===== src/sv/rmsn_pkg.sv =====
// Shared types, constants and codes for the RMS normalization block.
package rmsn_pkg;

  localparam int unsigned VecLen      = 4096;
  localparam int unsigned SampleWidth = 16;
  localparam int unsigned LenWidth    = 13;
  localparam int unsigned SumWidth    = 44;
  localparam int unsigned InvWidth    = 24;
  localparam logic [SumWidth-1:0] EpsQ24 = 44'd168;

  localparam logic [1:0] StatusOk  = 2'd0;
  localparam logic [1:0] StatusSat = 2'd1;
  localparam logic [1:0] StatusEarly = 2'd2;

  localparam logic ActionLoad = 1'b0;
  localparam logic ActionEmit = 1'b1;

  typedef struct packed {
    logic                          action;
    logic signed [SampleWidth-1:0] sample;
    logic signed [SampleWidth-1:0] gain;
  } in_word_t;

  typedef struct packed {
    logic signed [SampleWidth-1:0] normalized;
    logic                          final_element;
    logic [1:0]                    status;
  } out_word_t;

  // Commands from the controller to the datapath.
  typedef struct packed {
    logic load;      // store sample, accumulate square
    logic restart;   // clear sum and count before this load
    logic div_start; // begin mean division
    logic sqrt_start;// begin 2^54 / (mean + eps) division then root
    logic read;      // read store entry for emit
    logic mul1;      // inverse_rms * |x|
    logic mul2;      // scaled * |g|
    logic finish;    // drive result
    logic early;     // drive early-emit error result
  } cmd_t;

  // Status back to the controller.
  typedef struct packed {
    logic load_done; // count reached length after this load
    logic unit_done; // iterative unit finished
    logic last;      // current emit index is last
  } stat_t;

endpackage


===== src/sv/rmsn_ctrl.sv =====
// Controller state machine: sequences load, inverse root and emit work.
module rmsn_ctrl (
  input  logic               clk_i,
  input  logic               rst_ni,
  input  logic               start_i,
  input  logic               action_i,
  input  rmsn_pkg::stat_t    stat_i,
  output logic               busy_o,
  output rmsn_pkg::cmd_t     cmd_o
);

  typedef enum logic [9:0] {
    S_IDLE  = 10'b0000000001,
    S_LOAD  = 10'b0000000010,
    S_DIV   = 10'b0000000100,
    S_RECIP = 10'b0000001000,
    S_ROOT  = 10'b0000010000,
    S_READ  = 10'b0000100000,
    S_MUL1  = 10'b0001000000,
    S_MUL2  = 10'b0010000000,
    S_OUT   = 10'b0100000000,
    S_EARLY = 10'b1000000000
  } state_e;

  state_e state_q, state_d;
  logic   emitting_q, emitting_d;

  // Next state and commands.
  always_comb begin
    state_d    = state_q;
    emitting_d = emitting_q;
    cmd_o      = '0;
    case (state_q)
      S_IDLE: begin
        if (start_i) begin
          if (action_i == rmsn_pkg::ActionLoad) begin
            cmd_o.load    = 1'b1;
            cmd_o.restart = emitting_q;
            emitting_d    = 1'b0;
            state_d       = S_LOAD;
          end else if (emitting_q) begin
            state_d = S_READ;
          end else begin
            state_d = S_EARLY;
          end
        end
      end
      S_LOAD: begin
        if (stat_i.load_done) begin
          cmd_o.div_start = 1'b1;
          state_d = S_DIV;
        end else begin
          state_d = S_IDLE;
        end
      end
      S_DIV: begin
        if (stat_i.unit_done) begin
          cmd_o.sqrt_start = 1'b1;
          state_d = S_RECIP;
        end
      end
      S_RECIP: begin
        if (stat_i.unit_done) state_d = S_ROOT;
      end
      S_ROOT: begin
        if (stat_i.unit_done) begin
          emitting_d = 1'b1;
          state_d    = S_IDLE;
        end
      end
      S_READ: begin
        cmd_o.read = 1'b1;
        state_d = S_MUL1;
      end
      S_MUL1: begin
        cmd_o.mul1 = 1'b1;
        state_d = S_MUL2;
      end
      S_MUL2: begin
        cmd_o.mul2 = 1'b1;
        state_d = S_OUT;
      end
      S_OUT: begin
        cmd_o.finish = 1'b1;
        if (stat_i.last) emitting_d = 1'b0;
        state_d = S_IDLE;
      end
      S_EARLY: begin
        cmd_o.early = 1'b1;
        state_d = S_IDLE;
      end
      default: state_d = S_IDLE;
    endcase
  end

  assign busy_o = (state_q != S_IDLE);

  // Hold state.
  always_ff @(posedge clk_i or negedge rst_ni) begin
    if (!rst_ni) begin
      state_q    <= S_IDLE;
      emitting_q <= 1'b0;
    end else begin
      state_q    <= state_d;
      emitting_q <= emitting_d;
    end
  end

  a_onehot: assert property (@(posedge clk_i) disable iff (!rst_ni) $onehot(state_q))
    else $error("state not one-hot");
  a_busy_after_start: assert property (@(posedge clk_i) disable iff (!rst_ni)
    start_i && !busy_o |=> busy_o) else $error("accepted word did not raise busy");
  a_emit_flag: assert property (@(posedge clk_i) disable iff (!rst_ni)
    (state_q == S_READ) |-> emitting_q) else $error("emit read outside emit phase");

endmodule


===== config.mk =====
export PLATFORM = sky130hd
export DESIGN_NAME = rmsn_ctrl
export DESIGN_NICKNAME = d
export VERILOG_FILES = /design/src/sv/rmsn_pkg.sv /design/src/sv/rmsn_ctrl.sv
export SDC_FILE = /design/constraint.sdc
export NUM_CORES = 1
export LEC_CHECK = 0
export ABC_CLOCK_PERIOD_IN_PS = 1900
export BUFFER_PORTS_ARGS = -buffer_cell sky130_fd_sc_hd__buf_2
export CORE_MARGIN = 2
export CORE_UTILIZATION = 51
export DETAILED_ROUTE_END_ITERATION = 16
export PLACE_DENSITY = 0.73
export SLEW_MARGIN = 20
export SYNTH_ARGS = -nofsm -noshare
export SYNTH_HDL_FRONTEND = slang
export SYNTH_SLANG_ARGS = --single-unit

===== constraint.sdc =====
create_clock -name clk_i -period 1.9 [get_ports clk_i]
set_input_delay 0.19 -clock clk_i [delete_from_list [all_inputs] [get_ports clk_i]]
set_output_delay 0.19 -clock clk_i [all_outputs]
set_load 0.01 [all_outputs]

==> results.rst <==
.. list-table::
   :header-rows: 1

   * - Metric
     - Value
   * - Synth cell types
     - 36
   * - Combined global-route utilization of all metal layers
     - 0.198
   * - Post-synthesis sequential element count
     - 11
   * - Floorplan die width
     - 41.4 um
   * - Rel. slew slack
     - 0.802
   * - Hold crit path type
     - input port to register
   * - Minimum clock period after layout
     - 2020 ps
   * - Max-slew violation count
     - 0
   * - Proportion of layout cells with a drive suffix above 1
     - 0.587
   * - Post-layout net count
     - around 110
   * - Aggregate global routing overflow
     - 0
   * - Sequential cell area fraction in the yosys report
     - 0.387
   * - Number of enable-type register cells in the synthesized netlist
     - 0
   * - End of the worst register-to-register path
     - state_q[8]
   * - Worst-Margin Slew
     - between 200 and 300 ps
   * - Data required time at the worst endpoint
     - 1710 ps
   * - Final-layout worst hold slack
     - 201 ps
   * - Total placed cells including tap cells
     - 99
   * - Share of the core filled with cells
     - 0.804
   * - Pre-Repair DR Iteration Count
     - 4
   * - Vias post-DR
     - approximately 700
   * - Leakage
     - 0.502 nW
   * - Part of the total power dissipated in sequential elements
     - 0.340
   * - Clock tree root buffer cell
     - clkbuf_4
   * - Area of combinational cells with multiple inputs
     - ~460 um2
   * - Netlist area before placement
     - 714 um2
   * - Worst-path fanout max
     - 5
   * - Number of max-cap violations
     - 0
   * - Starting density of the core
     - 0.549
   * - Most used DFF post-synth
     - dfrtp_1
   * - Critical path arrival
     - around 1800 ps
   * - Maximum clock rate
     - 496 MHz
   * - Tcrit/Tclk final
     - 1.06
   * - Final setup violation count
     - 6
   * - Clock insertion delay at the later pin of the skew report
     - 260 ps
   * - Area Growth Syn to Fin
     - 46.4%
   * - Proportion of power drawn by combinational gates
     - 0.494
   * - Hold path cells
     - 3
   * - Total area of sequential cells
     - 280 um2
   * - Antenna violations before repair
     - 0
   * - Ports
     - 17
   * - Final routed DRC violation total
     - 0
   * - Number of CTS-inserted buffers
     - 3
   * - Internal power summed over all cells
     - roughly 580 uW
   * - Maximum number of pins on one net before global-route repair
     - 12
   * - Via count of the first global-routing pass
     - about 600
   * - Failing checks
     - negative setup slack
   * - Area of the die
     - about 1700 um2
   * - Critical Path End Type
     - primary output
   * - Number of warnings issued by yosys
     - 0
   * - Top cells by instance count after synthesis
     - dfrtp_1, nor4b_1, nor2_1
   * - Outcome
     - finished, violations left
   * - Layout Cells excl Fill
     - approximately 120
   * - Quantity of I/O buffers inserted on ports
     - 16
   * - Iteration-0 DRC count of the detailed router
     - 11
   * - Post-DR wirelength/cell
     - roughly 16 um
   * - Clock edge transition at the registers on the reported setup and hold paths
     - approximately 70 ps
   * - Hold Path Origin
     - action_i
   * - Synth top area share
     - 0.350
   * - Startpoint of the most critical register-to-register path
     - state_q[3]
   * - Hold-critical path endpoint
     - state_q[5]
   * - Area of the core region
     - about 1300 um2
   * - Total number of H-tree levels
     - 1
   * - Worst ir drop on vdd
     - slightly below 600 uV
   * - ANT cells
     - 0
   * - Routability cong.
     - 0.776
   * - RSZ-0062 raised after global routing
     - true
   * - Slowest cell on crit path
     - dfrtp_2
   * - Setup TNS
     - -288 ps
   * - Area contributors post-synth
     - dfrtp_1, nor4b_1, clkbuf_8
   * - Total routed wirelength
     - about 2.0 mm
   * - Die height
     - 41.4 um
   * - Clock sinks
     - 11
   * - Hold violation count in the final report
     - 0
   * - Flop2flop setup slack
     - 50 ps
   * - Post-synthesis area per instance
     - between 10 and 15 um2
   * - Type of the worst setup path
     - register to primary output
   * - Post-Place Worst Slack
     - around 140 ps
   * - CTS tree
     - built
   * - Detailed placement HPWL
     - roughly 1.1 mm
   * - Maximum buffer depth of the clock tree
     - 2
   * - Row count
     - 13
   * - Wire length of the first global-routing pass
     - ~2.7 mm
   * - Post-synthesis net count
     - 75
   * - Depth of the worst register-to-register path
     - 6
   * - Net switching fraction of the power
     - 0.373
   * - Max stage delay on crit path
     - about 470 ps
   * - Post-route antenna net violation count
     - 0
   * - Async set or reset register ratio after synthesis
     - 1.00
   * - Least setup slack across all paths after layout
     - -116 ps
   * - Cell-by-cell listing of the critical path
     - nor4_4 -> nand3b_1 -> nor4b_2 -> buf_2
   * - Post-DR vias/cell
     - 5.87
   * - Filler cells
     - 87
   * - Ratio of total power to cell area
     - around 890 nW/um2
   * - Leading area contributor after synthesis
     - dfrtp_1
   * - Clk network pwr share
     - 0.166
   * - Worst setup skew after layout
     - 0.328 ps
   * - Synth Instances
     - 68
   * - Start point of the critical path
     - state_q[3]
   * - Reported net switching power
     - between 300 and 400 uW
   * - Kind of launch point of the worst setup path
     - register
   * - Dominant cell by count in the synthesized netlist
     - dfrtp_1
[layout by cell type, fill, tap and decap left out, types with 4 or more instances in the layout]
master   count
dfrtp_1      7
buf_2       14
buf_4       18
o21ai_0      4
nor2_1       5
[worst max path at each step]
stage	endpoint	slack [ps]	cells past startpoint
after detailed placement	state_q[4]	140	4
after CTS	cmd_o[7]	-20	5
final	cmd_o[3]	-120	4
after global placement	cmd_o[5]	180	4
after floorplan	cmd_o[7]	110	5
after global routing	cmd_o[3]	-220	4
[through the flow]
stage / power [mW] / area (um2)
final: 0.930 / 1050
after global routing: 0.993 / 1050
after CTS: 0.859 / 910
after detailed placement: 0.615 / 797
after global placement: 0.612 / 797
after floorplan: 0.498 / 714
[repair_timing]
item / in CTS / in global routing
setup buffers: 5 / 10
gates resized for setup: 7 / 11
pin swaps: 3 / 7
endpoints found under the hold margin: 10 / 0
setup endpoints to repair: 7 / 10
hold buffers: 1 / 0
[cell families after synthesis]
| group | count (synthesis) | synth area share |
|---|---|---|
| muxes | 1 | 0.0140 |
| DFF | 11 | 0.387 |
| AOI/OAI and AO/OA | 11 | 0.102 |
| xor gates and xnor gates | 3 | 0.0368 |
| buffers and inverters | 7 | 0.0806 |
| and+or+nand+nor | 35 | 0.380 |
[power groups by stage]
stage,Combinational [mW],Clock (mW),Sequential (mW)
after floorplan,0.200,0,0.298
after global placement,0.306,0,0.306
after detailed placement,0.308,0,0.307
after CTS,0.390,0.158,0.311
after global routing,0.496,0.177,0.320
final,0.459,0.154,0.316
[flip-flops by register name (all words and copies together), names as in the netlist]
signal,cells
state_q,10
emitting_q,1
[worst max-delay path, delay by kind of cell (launching register included)]
kind | cells | cell delay (ps)
simple gates | 3 | 900
flops | 1 | 470
buf+inv | 1 | 200
[cell type report]
cell class	instances	share of cell area
Multi-Input combinational cell	50	0.439
Sequential cell	11	0.268
Timing Repair Buffer	36	0.238
Clock buffer	3	0.0215
Tap cell	15	0.0179
Inverter	3	0.0108
Clock inverter	1	0.00478
[layer usage]
layer  routed length [um]  part of all wire  track usage
met2                  961              0.49        0.322
met1                  840              0.43        0.271
met5                    0                 0            0
met3                   77             0.039       0.0217
met4                   74             0.038       0.0710
No activity file was read; power rests on OpenSTA's default activity.
